--- src/hdl/postfix_expression_evaluator_unit_assert.svh ---
// ----------------------------------------------------------------------------
// Assertion macros for the postfix expression evaluator
// Same-cycle and next-cycle implication checks, compiled out with NO_ASSERTIONS.
// ----------------------------------------------------------------------------
`ifndef POSTFIX_EXPRESSION_EVALUATOR_UNIT_ASSERT_SVH
`define POSTFIX_EXPRESSION_EVALUATOR_UNIT_ASSERT_SVH

`ifndef NO_ASSERTIONS
`define PFX_ASSERT_NOW(label, clk, rst, ante, cons, msg) \
  label: assert property (@(posedge clk) disable iff (rst) (ante) |-> (cons)) \
    else $error(msg);
`define PFX_ASSERT_NEXT(label, clk, rst, ante, cons, msg) \
  label: assert property (@(posedge clk) disable iff (rst) (ante) |=> (cons)) \
    else $error(msg);
`else
`define PFX_ASSERT_NOW(label, clk, rst, ante, cons, msg)
`define PFX_ASSERT_NEXT(label, clk, rst, ante, cons, msg)
`endif

`endif

--- src/hdl/pfx_pkg.sv ---
`timescale 1ns / 1ps
// ----------------------------------------------------------------------------
// pfx_pkg
// Types, codes and constants of the postfix expression evaluator.
// ----------------------------------------------------------------------------
package pfx_pkg;

  localparam int DATA_W      = 32;
  localparam int STACK_DEPTH = 32;
  localparam int ADDR_W      = $clog2(STACK_DEPTH);
  localparam int SP_W        = $clog2(STACK_DEPTH + 1);
  localparam int DEPTH_W     = 6;
  localparam int CMD_W       = 3;
  localparam int VIDX_W      = 3;
  localparam int STAT_W      = 2;
  localparam int NUM_VARS    = 5;
  localparam int CFG_AW      = $clog2(4 * NUM_VARS);
  localparam int CFG_DW      = 32;

  localparam logic [CMD_W-1:0] CMD_PUSH = 3'd0;
  localparam logic [CMD_W-1:0] CMD_ADD  = 3'd1;
  localparam logic [CMD_W-1:0] CMD_SUB  = 3'd2;
  localparam logic [CMD_W-1:0] CMD_MUL  = 3'd3;
  localparam logic [CMD_W-1:0] CMD_DIV  = 3'd4;
  localparam logic [CMD_W-1:0] CMD_REM  = 3'd5;

  localparam logic [STAT_W-1:0] STAT_OK    = 2'd0;
  localparam logic [STAT_W-1:0] STAT_UNDER = 2'd1;
  localparam logic [STAT_W-1:0] STAT_OVER  = 2'd2;
  localparam logic [STAT_W-1:0] STAT_DIVZ  = 2'd3;

  typedef logic [NUM_VARS-1:0][DATA_W-1:0] var_file_t;

  localparam var_file_t VAR_RESET = {32'd4, 32'd8, 32'd2, 32'd5, 32'd10};

  typedef enum logic [2:0] {
    ST_IDLE,
    ST_TOP,
    ST_RD_R,
    ST_RD_L,
    ST_EXEC,
    ST_DIV,
    ST_WB,
    ST_DONE
  } state_t;

  typedef struct packed {
    logic start;
  } div_ctl_t;

  typedef struct packed {
    logic busy;
    logic done;
  } div_sts_t;

endpackage

--- src/hdl/pfx_cfg.sv ---
`timescale 1ns / 1ps
// ----------------------------------------------------------------------------
// pfx_cfg
// APB register file holding the five variable values.
// ----------------------------------------------------------------------------
module pfx_cfg import pfx_pkg::*; (
  input  logic              clk,
  input  logic              rst,
  input  logic              psel,
  input  logic              penable,
  input  logic              pwrite,
  input  logic [CFG_AW-1:0] paddr,
  input  logic [CFG_DW-1:0] pwdata,
  output logic [CFG_DW-1:0] prdata,
  output logic              pready,
  output var_file_t         vars
);

  localparam int IDX_W = CFG_AW - 2;

  logic [IDX_W-1:0] idx;
  logic             wr_en;

  assign idx    = paddr[CFG_AW-1:2];
  assign pready = 1'b1;
  assign wr_en  = psel && penable && pwrite;

  always_ff @(posedge clk) begin
    if (rst) begin
      vars <= VAR_RESET;
    end else if (wr_en && (idx < IDX_W'(NUM_VARS))) begin
      vars[idx] <= pwdata;
    end
  end

  always_comb begin
    prdata = '0;
    if (idx < IDX_W'(NUM_VARS)) begin
      prdata = vars[idx];
    end
  end

endmodule

--- config.mk ---
export PLATFORM = sky130hd
export DESIGN_NAME = pfx_cfg
export DESIGN_NICKNAME = d
export VERILOG_FILES = /design/src/hdl/postfix_expression_evaluator_unit_assert.svh /design/src/hdl/pfx_pkg.sv /design/src/hdl/pfx_cfg.sv
export SDC_FILE = /design/constraint.sdc
export NUM_CORES = 1
export LEC_CHECK = 0
export ABC_CLOCK_PERIOD_IN_PS = 3150
export BUFFER_PORTS_ARGS = -buffer_cell sky130_fd_sc_hd__buf_4
export CAP_MARGIN = 15
export CORE_MARGIN = 1
export CORE_UTILIZATION = 40
export CTS_BUF_LIST = sky130_fd_sc_hd__clkbuf_8
export CTS_CLUSTER_DIAMETER = 60
export CTS_CLUSTER_SIZE = 40
export DETAILED_ROUTE_END_ITERATION = 7
export PLACE_DENSITY_LB_ADDON = 0.2
export SETUP_SLACK_MARGIN = 0.2
export SLEW_MARGIN = 10
export SYNTH_ARGS = -nofsm -noshare
export SYNTH_HDL_FRONTEND = slang
export SYNTH_SLANG_ARGS = --single-unit
--- constraint.sdc ---
create_clock -name clk -period 3.15 [get_ports clk]
set_input_delay 0.4725 -clock clk [delete_from_list [all_inputs] [get_ports clk]]
set_output_delay 0.4725 -clock clk [all_outputs]
set_load 0.005 [all_outputs]
Word level (Yosys, flattened, before mapping)
Index checks and enable logic that the tools add are counted.
{ "totals": {"output_inout_bits": 193, "reg_bits": 160, "elab_cells": 18, "inputBits": 42} }
{ "classes": {"magnitude_cmp": 3, "n_reduce_logical": 4, "n_mux": 6} }
{ "ops": {"columns": ["cell", "count"], "rows": [
  ["160-bit bitwise mux", 1],
  ["32-bit binary-select mux with 3-bit select", 1],
  ["32-bit demux with 3-bit select", 1],
  ["32-bit two-way mux", 3],
  ["1-bit logical AND", 4],
  ["3-bit by 4-bit less-than comparator with 1-bit output, second input constant", 1],
  ["3-bit by 1-bit greater-or-equal comparator with 1-bit output, second input constant", 1],
  ["3-bit less-than comparator, second input constant", 1]
]} }

Longest topological paths before layout
{ "depth": {"word_depth": 5, "depth_mapped": 6, "depth_no_buf": 3} }

Least setup slack after synthesis
OpenSTA, ideal clock, no wires.
{ "synth_path": {"kind": "input -> output", "from": "in paddr[4]", "to": "out prdata[5]", "path_buffers": 2, "t_required_ps": 2677, "t_arrival_ps": 1339, "cell_stages": 5, "path_slack_ps": 1339, "path_cell_list": "buf_4 buf_2 mux2i_1 o2bb2ai_1 o21a_1"} }
{ "synth_between": {"elab_chain_len": 3, "word_cells_on_any_way": 4, "cone_classes": "order compare: 1; mux: 3"} }
{ "synth_rtl": {"columns": ["element", "line", "rtl"], "rows": [
  ["from (decl)", "pfx_cfg.sv:12", "input logic [CFG_AW-1:0] paddr,"],
  ["32-bit binary-select mux with 3-bit select", "pfx_cfg.sv:39", "prdata = vars[idx];"],
  ["32-bit two-way mux (not written as such)", "pfx_cfg.sv:39", null],
  ["32-bit two-way mux *", "pfx_cfg.sv:38", "if (idx < IDX_W'(NUM_VARS)) begin"],
  ["to (decl)", "pfx_cfg.sv:14", "output logic [CFG_DW-1:0] prdata,"]
]} }
Every way passes the cells marked *; elsewhere a longest branch is shown, timed or not. The select of a mux whose other input is x is not followed.

Final worst setup path
{ "layout_path": {"from": "in paddr[4]", "to": "out prdata[15]"} }
The elaborated chain is that of the path after synthesis.

==> reports/results.ini <==
[grt]
grt_max_degree=95
grt_pass1_vias=5833
antenna_found_initial=0
grt_pass1_wl_um=33310
gr-total-overflow=0
grt_use_total_pct=21.66

[timing]
rsz0062_at_grt=no
slew_viol_final=0
fin_crit_sh_pct=79.33
relSlewSlack_pct=31.53
skew_ps=0
tns_ps=0
tightestPinTransition_ps=1025
setup_viol=0
max_freq_mhz=400.2
hold_viol=0
fin_ws_ps=651.1
period_needed_ps=2499

[yosys]
synth.area.top_cells=dfxtp_1, mux2i_1, nand2b_1
ys_types=23
synth.most_common_cell=mux2i_1
synth.avg_cell_area_um2=10.27
ys_seq_area_share_pct=41.52
synth_flop_cell=dfxtp_1
ys_ff_latch=160
async_reset_ff_share_pct=0
yosysWarnings=0
netlist_top_cells_count=mux2i_1, nand2b_1, dfxtp_1
yosys.area.top_type=dfxtp_1
synth_nets=793
synth-edff-count=0
syn_area_mm2=0.007714
synth_cells=751
synth_top_area_share_pct=41.52

[critical_path]
arrival_ps=2030
crit_slowest_cell=buf_4
cp-end-kind=output port
critical_path.most_common_cell=buf_4
r2r_slack_ps=2460
cp_max_fo=47
crit_type=primary input to output port
crit_chain=buf_4 -> buf_4 -> mux2i_1 -> o2bb2ai_1 -> o21a_1 -> buf_4
worstPathRequired_ps=2680
cpPeakStageDelay_ps=610
start_kind=primary input

[route]
ant_nets=0
drc=0
routedWlPerCell_um=17.37
first_pass_iters=4
via_per_inst=4.957
drt_iter0_drc=178
drt-total-wl_um=21330
vias=6087

[layout]
multi_input_area_mm2=0.004240
area_growth_pct=30.14
nets=997
layout.cells.non_filler=1228
final_area_mm2=0.01004
regMostFlops=vars
layout-drive-gt1-share_pct=29.55
seq_area_mm2=0.003203
reg.largest.list=vars: 160 flops
largest_reg_flops=160
antenna_cells=0
num-fill-cells=1743

[pwr]
peakVddDrop_mv=0.2357
fin_total_pwr_mw=3.953
p_leak_nw=4.887
power_density_mw_per_mm2=393.8

[clock_network]
cts_sinks=160
clk_pin_slew_ps=90
cts-root-buf=clkbuf_8
cts_buffers=17
htree_levels=4
clock_path_buffers=2
cts_tree=yes
hold_buffers=0
post_cts_buffers=0
clk_latency_ps=430
cts_resized=0

[floorplan]
die_x_um=140.9
start_util_pct=40.96
core-area_mm2=0.01883
fp.dieArea_mm2=0.01984
ios=235
die_h_um=140.9
rows=50

[flow_run]
maxCapViolCount=0

[place]
place.gp.congestion=0.7174
dp_slack_ps=629.7
portBuffers=231
hpwl_um=13840
postPlaceCellArea_mm2=0.009643
dp_cells=1196

[run_status]
status=complete, no violations

[min_path]
hold_class=primary input to register

## where the power goes
group          internal, mW  switching, mW  total (mW)
Clock                 0.715          0.810        1.52
Sequential             2.04         0.0131        2.05
Combinational         0.187          0.193       0.380
Total                  2.94           1.02        3.95
## cell type report
| cell class | instances | area share, % |
|---|---|---|
| Tap cell | 260 | 3.241 |
| Sequential cell | 160 | 31.91 |
| Clock buffer | 17 | 2.331 |
| Clock inverter | 15 | 1.608 |
| Timing Repair Buffer | 248 | 18.67 |
| Multi-Input combinational cell | 528 | 42.24 |
## worst max-delay path, delay by kind of cell
kind,cells,cell delay [ps]
compound gates,2,270
mux,1,200
buf+inv,3,1070
## kinds of logic after synthesis
logic type             after synthesis  synth area share (%)
muxes                              224                 29.07
and+or+nand+nor                    207                 16.69
DFF                                160                 41.52
AOI/OAI and AO/OA                   96                 8.824
buffers and inverters               63                 3.844
other                                1               0.04862
## layer usage
layer	wire [um]	up-vias	global-route usage [%]
li1	-	3012	-
met1	9995	2906	28.33
met2	10100	156	35.82
met3	1027	13	4.959
met4	210	0	5.778
met5	0	-	0
## layout by cell type, fill, tap and decap left out, types with 2 or more instances in the layout
cell type	Yosys	layout
buf_4	6	247
bufinv_16	0	2
clkbuf_8	0	17
clkinv_4	0	4
clkinvlp_4	0	3
dfxtp_1	160	160
inv_6	0	4
mux2i_1	224	224
nand2b_1	185	185
nand4_4	0	2
nor2_1	11	11
o21a_1	32	32
o21ai_0	2	2
o21ai_1	30	30
o2bb2ai_1	32	32
## stage by stage
step	hold WS, ps	util (%)
6_report	306.7	53.31
5_1_grt	276.0	53.31
4_1_cts	271.0	53.31
3_5_place_dp	481.8	51.21
3_3_place_gp	476.7	51.21
2_1_floorplan	477.1	-
## worst paths after layout
kind | startpoint | depth (start not counted) | to
max reg2reg | vars[78]$_SDFFE_PP0P_ | 2 | vars[78]$_SDFFE_PP0P_
max | paddr[4] | 6 | prdata[15]
min reg2reg | vars[55]$_SDFFE_PP0P_ | 2 | vars[55]$_SDFFE_PP0P_
min | pwdata[3] | 3 | vars[99]$_SDFFE_PP1P_
No activity file was read; power rests on OpenSTA's default activity.
