File: src/hdl/postfix_expression_evaluator_unit_assert.svh
// ----------------------------------------------------------------------------
// Assertion macros for the postfix expression evaluator
// Same-cycle and next-cycle implication checks, compiled out with NO_ASSERTIONS.
// ----------------------------------------------------------------------------
`ifndef POSTFIX_EXPRESSION_EVALUATOR_UNIT_ASSERT_SVH
`define POSTFIX_EXPRESSION_EVALUATOR_UNIT_ASSERT_SVH

`ifndef NO_ASSERTIONS
`define PFX_ASSERT_NOW(label, clk, rst, ante, cons, msg) \
  label: assert property (@(posedge clk) disable iff (rst) (ante) |-> (cons)) \
    else $error(msg);
`define PFX_ASSERT_NEXT(label, clk, rst, ante, cons, msg) \
  label: assert property (@(posedge clk) disable iff (rst) (ante) |=> (cons)) \
    else $error(msg);
`else
`define PFX_ASSERT_NOW(label, clk, rst, ante, cons, msg)
`define PFX_ASSERT_NEXT(label, clk, rst, ante, cons, msg)
`endif

`endif

File: src/hdl/pfx_ram.sv
`timescale 1ns / 1ps
// ----------------------------------------------------------------------------
// pfx_ram
// Generic single-write, single-read RAM with registered read data.
// ----------------------------------------------------------------------------
module pfx_ram #(
  parameter int WIDTH = 32,
  parameter int DEPTH = 32
) (
  input  logic                                 clk,
  input  logic                                 we,
  input  logic [((DEPTH > 1) ? $clog2(DEPTH) : 1)-1:0] waddr,
  input  logic [WIDTH-1:0]                     wdata,
  input  logic [((DEPTH > 1) ? $clog2(DEPTH) : 1)-1:0] raddr,
  output logic [WIDTH-1:0]                     rdata
);

  logic [WIDTH-1:0] mem [DEPTH];

  always_ff @(posedge clk) begin
    if (we) begin
      mem[waddr] <= wdata;
    end
    rdata <= mem[raddr];
  end

endmodule

File: config.mk
export PLATFORM = sky130hd
export DESIGN_NAME = pfx_ram
export DESIGN_NICKNAME = d
export VERILOG_FILES = /design/src/hdl/postfix_expression_evaluator_unit_assert.svh /design/src/hdl/pfx_ram.sv
export SDC_FILE = /design/constraint.sdc
export NUM_CORES = 1
export LEC_CHECK = 0
export BUFFER_PORTS_ARGS = -buffer_cell sky130_fd_sc_hd__buf_2
export CAP_MARGIN = 20
export CORE_MARGIN = 5
export CORE_UTILIZATION = 25
export CTS_CLUSTER_DIAMETER = 30
export CTS_CLUSTER_SIZE = 12
export DETAILED_ROUTE_END_ITERATION = 6
export GPL_TIMING_DRIVEN = 0
export PLACE_DENSITY = 0.51
export SLEW_MARGIN = 20
export SYNTH_ARGS = -nofsm -noshare
export SYNTH_HDL_FRONTEND = slang
export SYNTH_SLANG_ARGS = --single-unit
export TNS_END_PERCENT = 30
File: constraint.sdc
create_clock -name clk -period 2.58 [get_ports clk]
set_input_delay 0 -clock clk [delete_from_list [all_inputs] [get_ports clk]]
set_output_delay 0 -clock clk [all_outputs]
set_load 0.05 [all_outputs]
[Yosys cells after proc, flatten, opt, wreduce, memory -nomap -nowiden]
Memory sizes are Yosys's and may differ from the RTL's. A register that Yosys moved wholly into a read port is not among the register bits.
Cells that the tools add are included.
Storage, ports and cells
  bits in registers: 0
  output and inout bits: 32
  bits in latches: 0
  memory bits (read-only): 0
  memories: 1
  bits in writable memories: 1024
  word-level logic and storage cells: 3
Memory list
  mem: depth 32, bits a word 32, rd ports 1, clocked after Yosys merged registers in 1, write ports 1, RTL line pfx_ram.sv:18  | logic [WIDTH-1:0] mem [DEPTH];
Operators by class
  equal/unequal tests: 0
  divide/modulo/power cells: 0
  muxes and demuxes: 2
  add/subtract/negate cells: 0
  shift operators: 0
  $mul: 0
  bitwise logic cells: 0
  reduce and logical (&&, ||, !) cells: 0
  $lt $le $gt $ge: 0
Operator list (count)
  2-to-1 mux 1 bit: 2

[Depth between registers and ports, before layout]
  depth after elaboration: 2
  mapped depth: 8
  gate-level depth less buffers: 5

[Worst setup path before layout]
Ideal clock, no wire load.
  path type: input to register
  start point: in waddr[1] (netlist name)
  end point: mem mem[12][0] (enable)
  path buffers: 1
  arrival: 2.013 ns
  cell stages on the path: 3
  path slack: 0.146 ns
  cells stage by stage: or3b_2 -> clkbuf_1 -> nor2_1
RTL lines
  from (decl): RTL line pfx_ram.sv:12  | input logic [((DEPTH > 1) ? $clog2(DEPTH) : 1)-1:0] waddr,
  to (decl): RTL line pfx_ram.sv:18
Straight into the memory's write port.

==> parameters.txt <==
Parameter                              Value

Floorplanning
  Vertical extent of the die ... 412 um
  Number of ports placed on the die boundary ... 76
  Placeable core area ... 161000 sq um
  Effective utilization at floorplan ... around a quarter
  Die Footprint ... 170000 sq um
  DIE WIDTH ... 412 um
  Standard-cell rows ... about 150

Clock tree
  Clock-pin transition on the worst setup and hold timing paths ... 0.05 ns
  Number of H-tree levels ... 4
  Number of clock buffers inserted by TritonCTS ... 194
  TritonCTS clock tree ... built
  Clock sink count ... 1056
  Source-to-sink clock delay at the later pin of the worst-skew pair ... 0.76 ns
  Max Buffers Root-to-Sink ... 3
  Clock root buffer master ... sky130_fd_sc_hd__clkbuf_16
  CTS resizes ... 0

Worst setup path
  Startpoint of the worst-slack reg-to-reg timing path ... mem[7][13]$_DFFE_PP_
  Worst reg2reg setup slack ... 0.66 ns
  R2r endpoint ... rdata[13]$_DFF_P_
  Worst setup path class ... in2reg
  Buf+Inv Stages, Crit Path ... 4
  Required arrival time at the worst endpoint ... 3.10 ns
  Longest individual stage delay on the worst path ... around 0.60 ns
  R2R depth ... 5
  Most frequent cell on the critical path ... sky130_fd_sc_hd__clkbuf_1
  Beginning of the critical path ... raddr[3]
  Critical path's top delay family ... buffers and inverters
  Capturing element of the worst setup path ... rdata[13]$_DFF_P_
  Number of stages on the worst setup path ... 8
  CP max FO ... 10
  Arrival time reported for the critical path endpoint ... 2.97 ns
  Sequence of cells on the critical path ... dlygate4sd3_1, buf_2, or2_2, clkbuf_1, clkbuf_1, nor3_1, a31oi_1, nand3_1
  Critical Path Source Type ... input port
  Type of element capturing the critical path ... flop
  Worst-path cell with the longest stage delay ... sky130_fd_sc_hd__clkbuf_1

Pwr
  Pwr Density ... 902 nW/um^2
  Reported leakage power ... 18.1 nW
  Peak VDD IR ... about 0.59 mV

Yosys
  Leading post-synthesis cells by cell area ... sky130_fd_sc_hd__edfxtp_1 (76%), sky130_fd_sc_hd__mux2i_1 (13%), sky130_fd_sc_hd__a22oi_1 (1.8%), sky130_fd_sc_hd__dfxtp_1 (1.6%), sky130_fd_sc_hd__a22o_1 (1.4%)
  Post-synthesis sequential element count ... 1056
  Cell type contributing the most total cell area after synthesis ... sky130_fd_sc_hd__edfxtp_1
  Synthesized area divided by synthesized cell count ... 17.9 sq um
  Number of distinct library cell variants in the gate-level netlist after synthesis ... 25
  Sequential share of the synthesized area ... approximately 78%
  Netlist Area Pre-Place ... 40500 sq um
  Post-Syn Instances ... about 2300
  Synth Net Count ... 2304
  Area share of the largest cell type after synthesis ... 76.0%
  Number of warnings reported in the yosys synthesis log ... 0

GRT
  Overflow after GRT ... 0
  Global-route wire length before repair ... 154000 um
  Total track usage ... 12.5%
  Number of antenna violations at the first check in global routing ... 10
  Number of global-route vias before repair ... 22000
  Largest net degree at the start of global routing ... 33

STA
  Relative slew slack ... 26.3%
  Fin worst setup slack ... 0.132 ns
  Final setup violation count ... 0
  RSZ-0062 raised after global routing ... no
  Clock period minus final worst setup slack ... approximately 2.4 ns
  Count of final max-slew check failures ... 0
  Final Skew ... 0.0219 ns
  Min Hold Slack ... about 0.074 ns
  Final Hold Fails ... 0
  Final cycle utilization of the critical path ... 94.9%
  Transition time at the pin with the least slew margin ... between 1 and 1.5 ns
  Maximum achievable frequency ... 0.409 GHz

Cells and area
  Fraction of layout cells with a size suffix above 1 ... 19.7%
  Final std cells w/o fill ... 4945
  Final core utilization ... 32.3%
  Post-route cell area ... 52000 sq um
  Area growth syn-to-layout ... 28.4%
  Layout fillers ... 15600
  Number of nets in the layout ... between 2000 and 3000

Placement
  Estimated wirelength of the detail-placed design ... between 70000 and 80000 um
  Gp weighted congestion ... 0.746
  Worst setup timing slack at the placement stage ... -0.0548 ns
  Dpl cells ... around 4500
  Port buffer count ... 74
  Placed inst area ... approximately 45000 sq um

Drt
  Avg Vias per Cell ... around 4.4
  First-pass DRT Iterations ... 5
  Number of DRC violations after detailed routing ... 0
  Total number of vias ... about 22000
  Average wire length per cell after detail routing ... ~22 um
  Initial drt markers ... 1628
  Number of nets with antenna violations after routing ... 0
  DRT Wirelength ... 108000 um

Worst hold path
  Min-Delay Startpoint ... waddr[4]
  Worst hold path class ... in2reg

Run
  Maximum Capacitance Violations ... 0

Run status
  Status ... completed
-- layer usage --
metal	vias to the layer above	GRT usage [%]	wire length, um	part of all wire [%]
li1	9800	-	-	-
met1	11000	16.1	46900	44
met2	572	21.1	52800	49
met3	195	2.57	5510	5.1
met4	4	4.02	2540	2.4
met5	-	0	27	0.025
-- synth_stat cells --
cell,number
sky130_fd_sc_hd__nand2_1,98
sky130_fd_sc_hd__nor2b_1,1
sky130_fd_sc_hd__clkbuf_4,2
sky130_fd_sc_hd__and2_1,1
sky130_fd_sc_hd__a22oi_1,96
sky130_fd_sc_hd__a21oi_1,96
sky130_fd_sc_hd__or3_1,1
sky130_fd_sc_hd__buf_4,33
sky130_fd_sc_hd__or2_2,1
sky130_fd_sc_hd__nand3_1,98
sky130_fd_sc_hd__clkbuf_1,46
sky130_fd_sc_hd__and2b_1,1
sky130_fd_sc_hd__edfxtp_1,1024
sky130_fd_sc_hd__or3b_2,3
sky130_fd_sc_hd__nand2b_1,2
sky130_fd_sc_hd__nor3_1,32
sky130_fd_sc_hd__a22o_1,64
sky130_fd_sc_hd__nor2_1,34
sky130_fd_sc_hd__dfxtp_1,32
sky130_fd_sc_hd__a31oi_1,32
sky130_fd_sc_hd__buf_6,15
sky130_fd_sc_hd__mux2i_1,512
sky130_fd_sc_hd__buf_2,26
sky130_fd_sc_hd__nand3b_1,5
sky130_fd_sc_hd__buf_1,5
-- kinds of logic (layout without fill, tap and decap cells) --
logic type             after synthesis  in the layout  share of synthesized area, %
DFF                               1056           1056                          77.5
muxes                              512            512                          12.7
AOI/OAI and AO/OA                  288            288                          4.85
and+or+nand+nor                    277            277                          3.10
buffers and inverters              127            647                          1.86
other                                0              5                             0
-- power breakdown --
part | internal (mW) | total, mW | switching, mW
sequential | 19.1 | 19.2 | 0.0577
combinational | 0.663 | 2.28 | 1.62
clock | 16.9 | 25.4 | 8.51
-- what timing repair did --
item | in CTS | in global routing
buffers inserted | 0 | 0
hold endpoints to repair | 1077 | 0
hold buffers | 37 | 0
-- worst register-to-register path: stages, from the launching register on --
cell                       delay [ns]
sky130_fd_sc_hd__edfxtp_1        0.35
sky130_fd_sc_hd__mux2i_1         0.17
sky130_fd_sc_hd__a22o_1          0.17
sky130_fd_sc_hd__nor3_1          0.06
sky130_fd_sc_hd__a31oi_1         0.51
sky130_fd_sc_hd__nand3_1         0.42
-- flip-flops by register name, summed over array words and instances, names as in the netlist --
| register | cells |
|---|---|
| rdata | 32 |
| mem | 1024 |
-- per-stage QoR --
stage	setup TNS, ns	power (mW)
2_1_floorplan	0	20.7
3_3_place_gp	-1401.88	21.7
3_5_place_dp	-0.175	21.8
4_1_cts	0	47.4
5_1_grt	0	48.4
6_report	0	46.9
-- worst min path at each step --
stage / endpoint / slack, ns / depth (start not counted)
after floorplan: mem[0][0]$_DFFE_PP_ / 0.1 / 0
final: mem[28][3]$_DFFE_PP_ / 0.07 / 3
after global routing: mem[28][6]$_DFFE_PP_ / 0.07 / 3
after global placement: rdata[22] / 0.47 / 1
after CTS: mem[28][6]$_DFFE_PP_ / 0.01 / 3
after detailed placement: rdata[7] / 0.47 / 1
-- layout make-up --
cell class	count	area (sq um)	area share [%]
diodes	5	12.5	0.0241
plain buffers	127	753	1.45
clock buffers	227	5060	9.74
clock inverters	138	1620	3.11
multi-input cells	1077	8580	16.5
flip-flops and latches	1056	31400	60.4
well taps	2160	2700	5.20
repair buffers	155	1870	3.59
-- placed cells by master (no fill, tap or decap), types with 2 or more instances in the layout --
| cell type | count |
|---|---|
| sky130_fd_sc_hd__a21oi_1 | 96 |
| sky130_fd_sc_hd__bufinv_16 | 29 |
| sky130_fd_sc_hd__nand3_1 | 98 |
| sky130_fd_sc_hd__buf_1 | 5 |
| sky130_fd_sc_hd__clkbuf_1 | 75 |
| sky130_fd_sc_hd__inv_6 | 12 |
| sky130_fd_sc_hd__buf_2 | 100 |
| sky130_fd_sc_hd__buf_12 | 8 |
| sky130_fd_sc_hd__nor2_4 | 32 |
| sky130_fd_sc_hd__buf_6 | 15 |
| sky130_fd_sc_hd__clkinv_4 | 15 |
| sky130_fd_sc_hd__a22oi_1 | 96 |
| sky130_fd_sc_hd__mux2i_1 | 512 |
| sky130_fd_sc_hd__diode_2 | 5 |
| sky130_fd_sc_hd__clkinv_2 | 30 |
| sky130_fd_sc_hd__or3b_2 | 3 |
| sky130_fd_sc_hd__dfxtp_1 | 32 |
| sky130_fd_sc_hd__clkbuf_16 | 198 |
| sky130_fd_sc_hd__nor3_1 | 32 |
| sky130_fd_sc_hd__clkinv_8 | 3 |
| sky130_fd_sc_hd__buf_16 | 34 |
| sky130_fd_sc_hd__buf_4 | 33 |
| sky130_fd_sc_hd__nand3b_1 | 5 |
| sky130_fd_sc_hd__dlygate4sd3_1 | 37 |
| sky130_fd_sc_hd__nand2_1 | 98 |
| sky130_fd_sc_hd__a31oi_1 | 32 |
| sky130_fd_sc_hd__clkinvlp_4 | 28 |
| sky130_fd_sc_hd__clkbuf_4 | 2 |
| sky130_fd_sc_hd__edfxtp_1 | 1024 |
| sky130_fd_sc_hd__a22o_1 | 64 |
| sky130_fd_sc_hd__nand2b_1 | 2 |
| sky130_fd_sc_hd__buf_8 | 2 |
| sky130_fd_sc_hd__nor2_1 | 2 |
| sky130_fd_sc_hd__clkinv_1 | 19 |
Note: power is estimated with default switching activity, not from simulation.
