===== src/hdl/postfix_expression_evaluator_unit_assert.svh =====
// ----------------------------------------------------------------------------
// Assertion macros for the postfix expression evaluator
// Same-cycle and next-cycle implication checks, compiled out with NO_ASSERTIONS.
// ----------------------------------------------------------------------------
`ifndef POSTFIX_EXPRESSION_EVALUATOR_UNIT_ASSERT_SVH
`define POSTFIX_EXPRESSION_EVALUATOR_UNIT_ASSERT_SVH

`ifndef NO_ASSERTIONS
`define PFX_ASSERT_NOW(label, clk, rst, ante, cons, msg) \
  label: assert property (@(posedge clk) disable iff (rst) (ante) |-> (cons)) \
    else $error(msg);
`define PFX_ASSERT_NEXT(label, clk, rst, ante, cons, msg) \
  label: assert property (@(posedge clk) disable iff (rst) (ante) |=> (cons)) \
    else $error(msg);
`else
`define PFX_ASSERT_NOW(label, clk, rst, ante, cons, msg)
`define PFX_ASSERT_NEXT(label, clk, rst, ante, cons, msg)
`endif

`endif


===== src/hdl/pfx_pkg.sv =====
`timescale 1ns / 1ps
// ----------------------------------------------------------------------------
// pfx_pkg
// Types, codes and constants of the postfix expression evaluator.
// ----------------------------------------------------------------------------
package pfx_pkg;

  localparam int DATA_W      = 32;
  localparam int STACK_DEPTH = 32;
  localparam int ADDR_W      = $clog2(STACK_DEPTH);
  localparam int SP_W        = $clog2(STACK_DEPTH + 1);
  localparam int DEPTH_W     = 6;
  localparam int CMD_W       = 3;
  localparam int VIDX_W      = 3;
  localparam int STAT_W      = 2;
  localparam int NUM_VARS    = 5;
  localparam int CFG_AW      = $clog2(4 * NUM_VARS);
  localparam int CFG_DW      = 32;

  localparam logic [CMD_W-1:0] CMD_PUSH = 3'd0;
  localparam logic [CMD_W-1:0] CMD_ADD  = 3'd1;
  localparam logic [CMD_W-1:0] CMD_SUB  = 3'd2;
  localparam logic [CMD_W-1:0] CMD_MUL  = 3'd3;
  localparam logic [CMD_W-1:0] CMD_DIV  = 3'd4;
  localparam logic [CMD_W-1:0] CMD_REM  = 3'd5;

  localparam logic [STAT_W-1:0] STAT_OK    = 2'd0;
  localparam logic [STAT_W-1:0] STAT_UNDER = 2'd1;
  localparam logic [STAT_W-1:0] STAT_OVER  = 2'd2;
  localparam logic [STAT_W-1:0] STAT_DIVZ  = 2'd3;

  typedef logic [NUM_VARS-1:0][DATA_W-1:0] var_file_t;

  localparam var_file_t VAR_RESET = {32'd4, 32'd8, 32'd2, 32'd5, 32'd10};

  typedef enum logic [2:0] {
    ST_IDLE,
    ST_TOP,
    ST_RD_R,
    ST_RD_L,
    ST_EXEC,
    ST_DIV,
    ST_WB,
    ST_DONE
  } state_t;

  typedef struct packed {
    logic start;
  } div_ctl_t;

  typedef struct packed {
    logic busy;
    logic done;
  } div_sts_t;

endpackage


===== src/hdl/pfx_div.sv =====
`timescale 1ns / 1ps
// ----------------------------------------------------------------------------
// pfx_div
// Unsigned restoring divider, one quotient bit per cycle.
// ----------------------------------------------------------------------------
module pfx_div import pfx_pkg::*; (
  input  logic              clk,
  input  logic              rst,
  input  div_ctl_t          ctl,
  input  logic [DATA_W-1:0] dividend,
  input  logic [DATA_W-1:0] divisor,
  output div_sts_t          sts,
  output logic [DATA_W-1:0] quotient,
  output logic [DATA_W-1:0] remainder
);

  localparam int CNT_W = $clog2(DATA_W);

  logic             busy;
  logic             done;
  logic [CNT_W-1:0] cnt;
  logic [DATA_W-1:0] rem;
  logic [DATA_W-1:0] quo;
  logic [DATA_W-1:0] dvsr;

  logic [DATA_W:0] rem_shift;
  logic [DATA_W:0] diff;

  assign rem_shift = {rem, quo[DATA_W-1]};
  assign diff      = rem_shift - {1'b0, dvsr};

  always_ff @(posedge clk) begin
    if (rst) begin
      busy <= 1'b0;
      done <= 1'b0;
      cnt  <= '0;
    end else begin
      done <= 1'b0;
      if (ctl.start) begin
        busy <= 1'b1;
        cnt  <= '0;
      end else if (busy) begin
        cnt <= cnt + CNT_W'(1);
        if (cnt == CNT_W'(DATA_W - 1)) begin
          busy <= 1'b0;
          done <= 1'b1;
        end
      end
    end
  end

  always_ff @(posedge clk) begin
    if (ctl.start) begin
      rem  <= '0;
      quo  <= dividend;
      dvsr <= divisor;
    end else if (busy) begin
      if (!diff[DATA_W]) begin
        rem <= diff[DATA_W-1:0];
        quo <= {quo[DATA_W-2:0], 1'b1};
      end else begin
        rem <= rem_shift[DATA_W-1:0];
        quo <= {quo[DATA_W-2:0], 1'b0};
      end
    end
  end

  assign sts.busy  = busy;
  assign sts.done  = done;
  assign quotient  = quo;
  assign remainder = rem;

endmodule


===== config.mk =====
export PLATFORM = sky130hd
export DESIGN_NAME = pfx_div
export DESIGN_NICKNAME = d
export VERILOG_FILES = /design/src/hdl/postfix_expression_evaluator_unit_assert.svh /design/src/hdl/pfx_pkg.sv /design/src/hdl/pfx_div.sv
export SDC_FILE = /design/constraint.sdc
export NUM_CORES = 1
export LEC_CHECK = 0
export ABC_AREA = 1
export BUFFER_PORTS_ARGS = -buffer_cell sky130_fd_sc_hd__buf_4
export CORE_ASPECT_RATIO = 1.4
export CORE_UTILIZATION = 50
export CTS_BUF_LIST = sky130_fd_sc_hd__clkbuf_4 sky130_fd_sc_hd__clkbuf_8
export DETAILED_ROUTE_END_ITERATION = 10
export GPL_TIMING_DRIVEN = 0
export PLACE_DENSITY = 0.72
export SLEW_MARGIN = 20
export SYNTH_ARGS = -nofsm -noshare
export SYNTH_HDL_FRONTEND = slang
export SYNTH_SLANG_ARGS = --single-unit

===== constraint.sdc =====
create_clock -name clk -period 4.7 [get_ports clk]
set_input_delay 0 -clock clk [delete_from_list [all_inputs] [get_ports clk]]
set_output_delay 0 -clock clk [all_outputs]
set_load 0.03 [all_outputs]

# [Word-level counts from Yosys, hierarchy flattened]
# Cells that the tools add are included.
[totals] reg_bits=103 inputBits=67 out_inout_bits=66 wordCells=21
[op_classes] add_sub_neg=2 n_eq_ne=1 n_mux=8 bitwise_logic=1 n_reduce_logical=3
[op_table] operator="$mux W32" count=3
[op_table] operator="$sub A33 B32 Y33" count=1
[op_table] operator="$add A5 B1 Y5 const B" count=1
[op_table] operator="$eq A5 B5 Y1 const B" count=1
[op_table] operator="$mux W1" count=5
[op_table] operator="$reduce_or A3 Y1" count=1
[op_table] operator="$reduce_bool A2 Y1" count=1
[op_table] operator="$reduce_or A2 Y1" count=1
[op_table] operator="$not A1 Y1" count=1

# [Depth between registers and ports, before layout]
# Gate-level depths: netlist of the first run.
[logic_depth] depth_word=4 depth_mapped=18 depth_no_buf=17

# [Worst setup path before layout of the first run]
# OpenSTA, ideal clock, no wires.
[synth_path] kind="flip-flop to flip-flop" from="register quo[31] (netlist: quotient[31])" to="register quo[0] (netlist: quotient[0]), data pin" setup_ps=269 arrival_time_ps=2253 setup_slack_ps=2178 stages_incl_launch_ff=17 n_path_buf=1 period_less_slack_ps=2522 cell_sequence="edfxtp_1 -> inv_1 -> ha_1 -> fa_1 -> inv_1 -> nand2_1 -> nand2_1 -> nand3_1 -> nand2_1 -> nand2_1 -> nand2_1 -> nand2_4 -> nand2_4 -> nand2_2 -> nand2_4 -> buf_6 -> o21ai_0"
[synth_via] elab_chain_cells=4
[synth_lines] item="from (decl)" line_no="pfx_div.sv:23" text="logic [DATA_W-1:0] quo;"
[synth_lines] item="from (signal assigned)" line_no="pfx_div.sv:55" text="quo <= dividend;"
[synth_lines] item="from (signal assigned)" line_no="pfx_div.sv:60" text="quo <= {quo[DATA_W-2:0], 1'b1};"
[synth_lines] item="from (signal assigned)" line_no="pfx_div.sv:63" text="quo <= {quo[DATA_W-2:0], 1'b0};"
[synth_lines] item="$sub A33 B32 Y33" line_no="pfx_div.sv:30" text="assign diff = rem_shift - {1'b0, dvsr};"
[synth_lines] item="$mux W1" line_no="pfx_div.sv:58" text="if (!diff[DATA_W]) begin"
[synth_lines] item="$mux W32" line_no="pfx_div.sv:57" text="end else if (busy) begin"
[synth_lines] item="$mux W32" line_no="pfx_div.sv:53" text="if (ctl.start) begin"
# Every way passes these cells. The select of a mux whose other input is x is not followed.
# A chain may end at the register's enable or synchronous reset.

# [Worst setup path after layout of the first run]
[layout_path] from="register quo[31] (netlist: quotient[31])" to="register rem[16] (netlist: remainder[16])"
[layout_via] elab_chain_cells=2
[layout_lines] item="$sub A33 B32 Y33" line_no="pfx_div.sv:30"
[layout_lines] item="$mux W32" line_no="pfx_div.sv:58"
[layout_lines] item="to (signal assigned)" line_no="pfx_div.sv:59" text="rem <= diff[DATA_W-1:0];"
[layout_lines] item="to (signal assigned)" line_no="pfx_div.sv:62" text="rem <= rem_shift[DATA_W-1:0];"
[layout_lines] item="to (decl)" line_no="pfx_div.sv:22" text="logic [DATA_W-1:0] rem;"
# Every way passes these cells.

==> results.md, run 1 <==
- Status: finished clean
- Vias in the first global route: 6,770
- First drt pass iteration count: 6
- Longest Clk Path Bufs: 2
- Worst Tran Pin Value: 0.691 ns
- Die ar.: 14,300 sq um
- Layout cells sized above 1: 0.139
- Synth area leaders: edfxtp_1, nand2_1, inv_1
- Endpoints failing setup: 0
- #FFs+latches synth: 103
- Routability cong.: 0.967
- Worst endpoint required time: 4.96 ns
- EDFF count, synth: 64
- Asr flop ratio synth: 0
- First-pass GRT wire length: 31,700 um
- Remaining DRCs: 0
- Hold Vio Cnt, Final: 0
- Seq/Total Area, Yosys: 0.392
- Final Core Density: 0.670
- Num Clock Sinks: 103
- Row cnt: 50
- Most frequent cell after synthesis: nand2_1
- Crit path largest cell delay: 0.41 ns
- Synth Area per Inst: 6.64 sq um
- Fin nets: 1,348
- R2R setup slack: 1.86 ns
- Post-synth top cells: nand2_1, inv_1, edfxtp_1
- CP cell instances: inv_1 -> ha_1 -> fa_1 -> inv_1 -> nand2_1 -> nand2_1 -> nand3_1 -> nand2_1 -> nand2_1 -> nand2_1 -> nand2_4 -> nand2_4 -> nand2_4 -> nand2_4 -> buf_6 -> nand2_1 -> nand3_1 -> nand2_1
- Starting Density: 0.515
- H-tree depth: 3
- CP most frequent cell: nand2_1
- Max-cap violations: 0
- Crit path max-delay cell type: edfxtp_1
- Cell leakage power: 4.93 nW
- PwrDens: 229 nW/um^2
- Synth Flop Type: edfxtp_1
- Avg Vias per Cell: 4.82
- Relative slew slack: 0.539
- CP Max Fanout: 10
- Post-synth top area share: 0.279
- HP Class: in -> reg
- Final worst path period need: 2.84 ns
- Root Driver: clkbuf_8
- Wire per inst: 14.0 um
- # IOs: 133
- Peak Freq: 353 MHz
- DP Wirelength: 14,700 um
- Total negative setup slack: 0 ns
- ANT nets after route: 0
- Port buffer count: 132
- Inserted Clock Buffers: 9
- P&R area growth vs syn: 30.1%
- Largest net degree at the start of global routing: 34
- Worst setup SP type: flip-flop
- Initial DRC count: 285
- Mapped Area: 6890 sq um
- Syn_nets: 1,140
- Max rail drop VDD: 0.000193 V
- Critical path type: reg -> reg
- Core area: 13,400 sq um
- Worst-path clk slew: 0.13 ns
- Final Max Slew Viols: 0
- Yosys warns: 0
- Crit. End Element: flip-flop
- WL final: 20,000 um
- Chip height: 141 um
- Arrival @ worst endpoint: 3.10 ns
- Final worst path period share: 0.603
- Area leader, netlist: edfxtp_1
- RSZ-0062 raised after global routing: no
- Initial antenna violation count: 0
- Clk_lat worst skew: 0.40 ns
- Vias: 6,912
- Distinct cells, synth: 33
- ANT cells: 0
- Clk_skew: 0.0319 ns
- All-Layer GR Usage: 0.291
- Cell count after synthesis: 1,038
- TritonCTS clock tree: yes
- Grt ovf: 0
- Die width: 101 um
==> per-stage QoR <==
| step | setup WS (ns) | instances | hold slack, ns | power (mW) | cell area (sq um) |
|---|---|---|---|---|---|
| 6_report | 1.86 | 1433 | 0.0940 | 2.06 | 8970 |
| 5_1_grt | 1.66 | 1433 | 0.0950 | 2.13 | 8970 |
| 4_1_cts | 1.86 | 1433 | 0.0871 | 2.05 | 8970 |
| 3_3_place_gp | 1.86 | 1352 | 0.178 | 1.42 | 8110 |
| 2_1_floorplan | 2.18 | 1038 | 0.0761 | 1.28 | 6890 |
| 3_5_place_dp | 1.92 | 1352 | 0.179 | 1.43 | 8110 |
==> cells by family (layout without fill, tap and decap cells) <==
group / count (synthesis) / in the layout / share of synthesized area
compound gates: 32 / 32 / 0.0247
xor+xnor: 14 / 14 / 0.0178
fa+ha+maj: 35 / 35 / 0.0646
buf+inv: 234 / 447 / 0.134
flops: 103 / 103 / 0.392
simple gates: 620 / 620 / 0.367
==> cell type report <==
class                           count  area [sq um]
Buffer                             21           124
Clock buffer                        9           124
Clock inverter                      7          80.1
Fill cell                        1240          4420
Inverter                          213           800
Multi-Input combinational cell    701          3270
Sequential cell                   103          2700
Tap cell                          182           228
Timing Repair Buffer              197          1640
==> critical path, delay by kind of cell (launching register included) <==
family / cells / cell delay [ns]
adders and majority gates: 2 / 0.62
buffers and inverters: 3 / 0.35
DFF: 1 / 0.41
and+or+nand+nor: 13 / 1.31
==> report_power, final <==
| group | switching, mW | internal (mW) |
|---|---|---|
| sequential | 0.0279 | 1.02 |
| combinational | 0.242 | 0.168 |
| clock | 0.382 | 0.214 |
==> state kept, by name, summed over array words and instances (netlist names) <==
name       cells
remainder     32
busy           1
cnt            5
done           1
quotient      32
dvsr          32
==> worst paths after layout <==
path / from / endpoint / depth (start not counted)
min: ctl / dvsr[19]$_DFFE_PP_ / 1
max reg2reg: quotient[31]$_DFFE_PP_ / remainder[16]$_SDFFE_PP0P_ / 18
max: quotient[31]$_DFFE_PP_ / remainder[16]$_SDFFE_PP0P_ / 18
min reg2reg: remainder[25]$_SDFFE_PP0P_ / remainder[25]$_SDFFE_PP0P_ / 2
==> placed cells by master, fill, tap and decap left out, drive strengths merged, types with 2 or more instances in the layout <==
| cell | netlist | final |
|---|---|---|
| edfxtp | 64 | 64 |
| nor2 | 51 | 51 |
| and3 | 2 | 2 |
| nor3 | 14 | 14 |
| nand3 | 57 | 57 |
| dlygate4sd3 | 0 | 65 |
| dfxtp | 39 | 39 |
| inv | 213 | 217 |
| a21oi | 21 | 21 |
| clkbuf | 13 | 22 |
| o21ai | 8 | 8 |
| buf | 8 | 140 |
| nand2 | 483 | 483 |
| xnor2 | 12 | 12 |
| ha | 34 | 34 |
| clkinv | 0 | 2 |
| nand4 | 6 | 6 |
| xor2 | 2 | 2 |
| and2 | 6 | 6 |
==> timing repair <==
action                                 in CTS  in global routing
gates resized for setup                     0                  0
endpoints found under the hold margin      71                  0
hold buffers                               65                  0
buffers inserted                            0                  0
==> routing by layer <==
layer / vias up / wire length, um / track usage
li1: 3540 / - / -
met1: 3092 / 7730 / 0.314
met2: 233 / 10400 / 0.537
met3: 47 / 997 / 0.0412
met4: 0 / 880 / 0.152
met5: - / 0 / 0
No activity file was read; power rests on OpenSTA's default activity.
==> run 2, diff against run 1 <==
Clock period 4.7 ns to 2.8 ns, I/O delays scaled along.
==> results.md, run 2 (synthesized netlist as in run 1, its figures left out) <==
- Met1 wire length: 7710 um
- Worst-path clk slew: 0.13 ns
- ANT nets after route: 0
- P_int: 2.36 mW
- Die ar.: 14,300 sq um
- Starting Density: 0.515
- Root Driver: clkbuf_8
- Worst Tran Pin Value: 0.684 ns
- Initial antenna violation count: 0
- Relative slew slack: 0.543
- First drt pass iteration count: 5
- Worst endpoint required time: 3.07 ns
- Max-cap violations: 0
- Row cnt: 50
- Switch share: 0.317
- Vias in the first global route: 6,787
- Num Clock Sinks: 103
- Crit. End Element: flip-flop
- Avg Vias per Cell: 4.82
- Sw power: 1.09 mW
- Max rail drop VDD: 0.000324 V
- Routability cong.: 0.967
- P&R area growth vs syn: 30.6%
- Endpoints failing setup: 0
- Final Core Density: 0.673
- Final worst path period share: 0.941
- Cell leakage power: 4.94 nW
- CP Max Fanout: 10
- Remaining DRCs: 0
- All-Layer GR Usage: 0.291
- Clock Power Share: 0.289
- Clk_skew: 0.0303 ns
- Fin nets: 1,350
- TritonCTS clock tree: yes
- Sequential power share: 0.511
- Total negative setup slack: 0 ns
- Core area: 13,400 sq um
- Chip height: 141 um
- Largest net degree at the start of global routing: 34
- Wire per inst: 13.9 um
- Met2 wire len: 10,400 um
- Clk_lat worst skew: 0.40 ns
- WL final: 20,000 um
- Port buffer count: 132
- HP Class: in -> reg
- Peak Freq: 380 MHz
- Worst setup SP type: flip-flop
- Grt ovf: 0
- Die width: 101 um
- DP Wirelength: 14,700 um
- PwrDens: 383 nW/um^2
- Top sig layer: met4
- Final Max Slew Viols: 0
- Logic pwr share: 0.200
- Inserted Clock Buffers: 9
- Arrival @ worst endpoint: 2.90 ns
- # IOs: 133
- ANT cells: 0
- Met3 wire length: 999 um
- Vias: 6,922
- Final worst path period need: 2.63 ns
- First-pass GRT wire length: 31,700 um
- Status: finished clean
- Commonest non-fill, non-tap cells in the layout: nand2_1, inv_1, buf_4, dlygate4sd3_1, edfxtp_1
- Inst Count DP: 1,352
- Longest Clk Path Bufs: 2
- Commonest non-fill, non-tap cell in the layout: nand2_1
- Layout cells sized above 1: 0.143
- Critical path type: reg -> reg
- Initial DRC count: 304
- Hold Vio Cnt, Final: 0
- H-tree depth: 3
- Non-Filler Instances: 1,435
## run 2: changes by cell type in the layout (fill, tap and decap cells not counted), sizes merged
cell / previous run / this run
buf: 140 / 142
## run 2: critical path, stage by stage (launching register included)
cell	delay (ns)
edfxtp_1	0.41
inv_1	0.07
ha_1	0.23
fa_1	0.39
inv_1	0.09
nand2_1	0.08
nand2_2	0.10
nand3_1	0.08
nand2_2	0.10
nand2_1	0.07
nand2_2	0.10
nand2_4	0.08
nand2_4	0.08
nand2_4	0.09
nand2_8	0.13
buf_8	0.16
nand2_1	0.06
nand3_1	0.12
nand2_1	0.06
## run 2: area by class of cell
type / count / area, sq um
tap: 182 / 228
clock buffer: 9 / 124
clock inverter: 7 / 80.1
timing repair buffer: 199 / 1660
buffer: 21 / 131
sequential: 103 / 2700
inverter: 213 / 800
fill: 1232 / 4380
multi-input combinational: 701 / 3280
## run 2: metal layers
| metal | global-route usage | vias to the layer above |
|---|---|---|
| li1 | - | 3540 |
| met2 | 0.538 | 234 |
| met1 | 0.314 | 3098 |
| met3 | 0.0412 | 50 |
| met4 | 0.153 | 0 |
| met5 | 0 | - |
## run 2: final timing paths
kind / slack, ns / start / end / cells after the start
worst max-delay path: 0.17 / quotient[31]$_DFFE_PP_ / remainder[16]$_SDFFE_PP0P_ / 18
worst max register to register: 0.17 / quotient[31]$_DFFE_PP_ / remainder[16]$_SDFFE_PP0P_ / 18
worst min-delay path: 0.09 / ctl / dvsr[19]$_DFFE_PP_ / 1
worst min register to register: 0.49 / cnt[4]$_SDFFE_PP0P_ / cnt[4]$_SDFFE_PP0P_ / 2
## run 2: what timing repair did
| action | in CTS | in global routing |
|---|---|---|
| cloned | 0 | 0 |
| gates resized for setup | 1 | 5 |
| endpoints found under the setup margin | 1 | 28 |
| setup buffers | 0 | 2 |
| endpoints found under the hold margin | 71 | 0 |
| pin swaps | 0 | 1 |
| hold buffers | 65 | 0 |
## run 2: stage by stage
| step | setup slack (ns) | area [sq um] | power [mW] | hold WS [ns] |
|---|---|---|---|---|
| after floorplan | 0.278 | 6890 | 2.15 | 0.0761 |
| after global placement | -0.0436 | 8110 | 2.39 | 0.178 |
| after detailed placement | 0.0207 | 8110 | 2.40 | 0.179 |
| after CTS | 0.00834 | 8970 | 3.45 | 0.0871 |
| after global routing | -0.00238 | 9010 | 3.58 | 0.0950 |
| final | 0.167 | 9010 | 3.45 | 0.0918 |
## run 2: power by group through the flow
stage | clock network, mW | registers, mW | logic, mW
6_report | 0.998 | 1.76 | 0.690
5_1_grt | 1.06 | 1.77 | 0.751
4_1_cts | 1.01 | 1.76 | 0.677
3_5_place_dp | 0 | 1.79 | 0.605
3_3_place_gp | 0 | 1.79 | 0.597
2_1_floorplan | 0 | 1.88 | 0.268
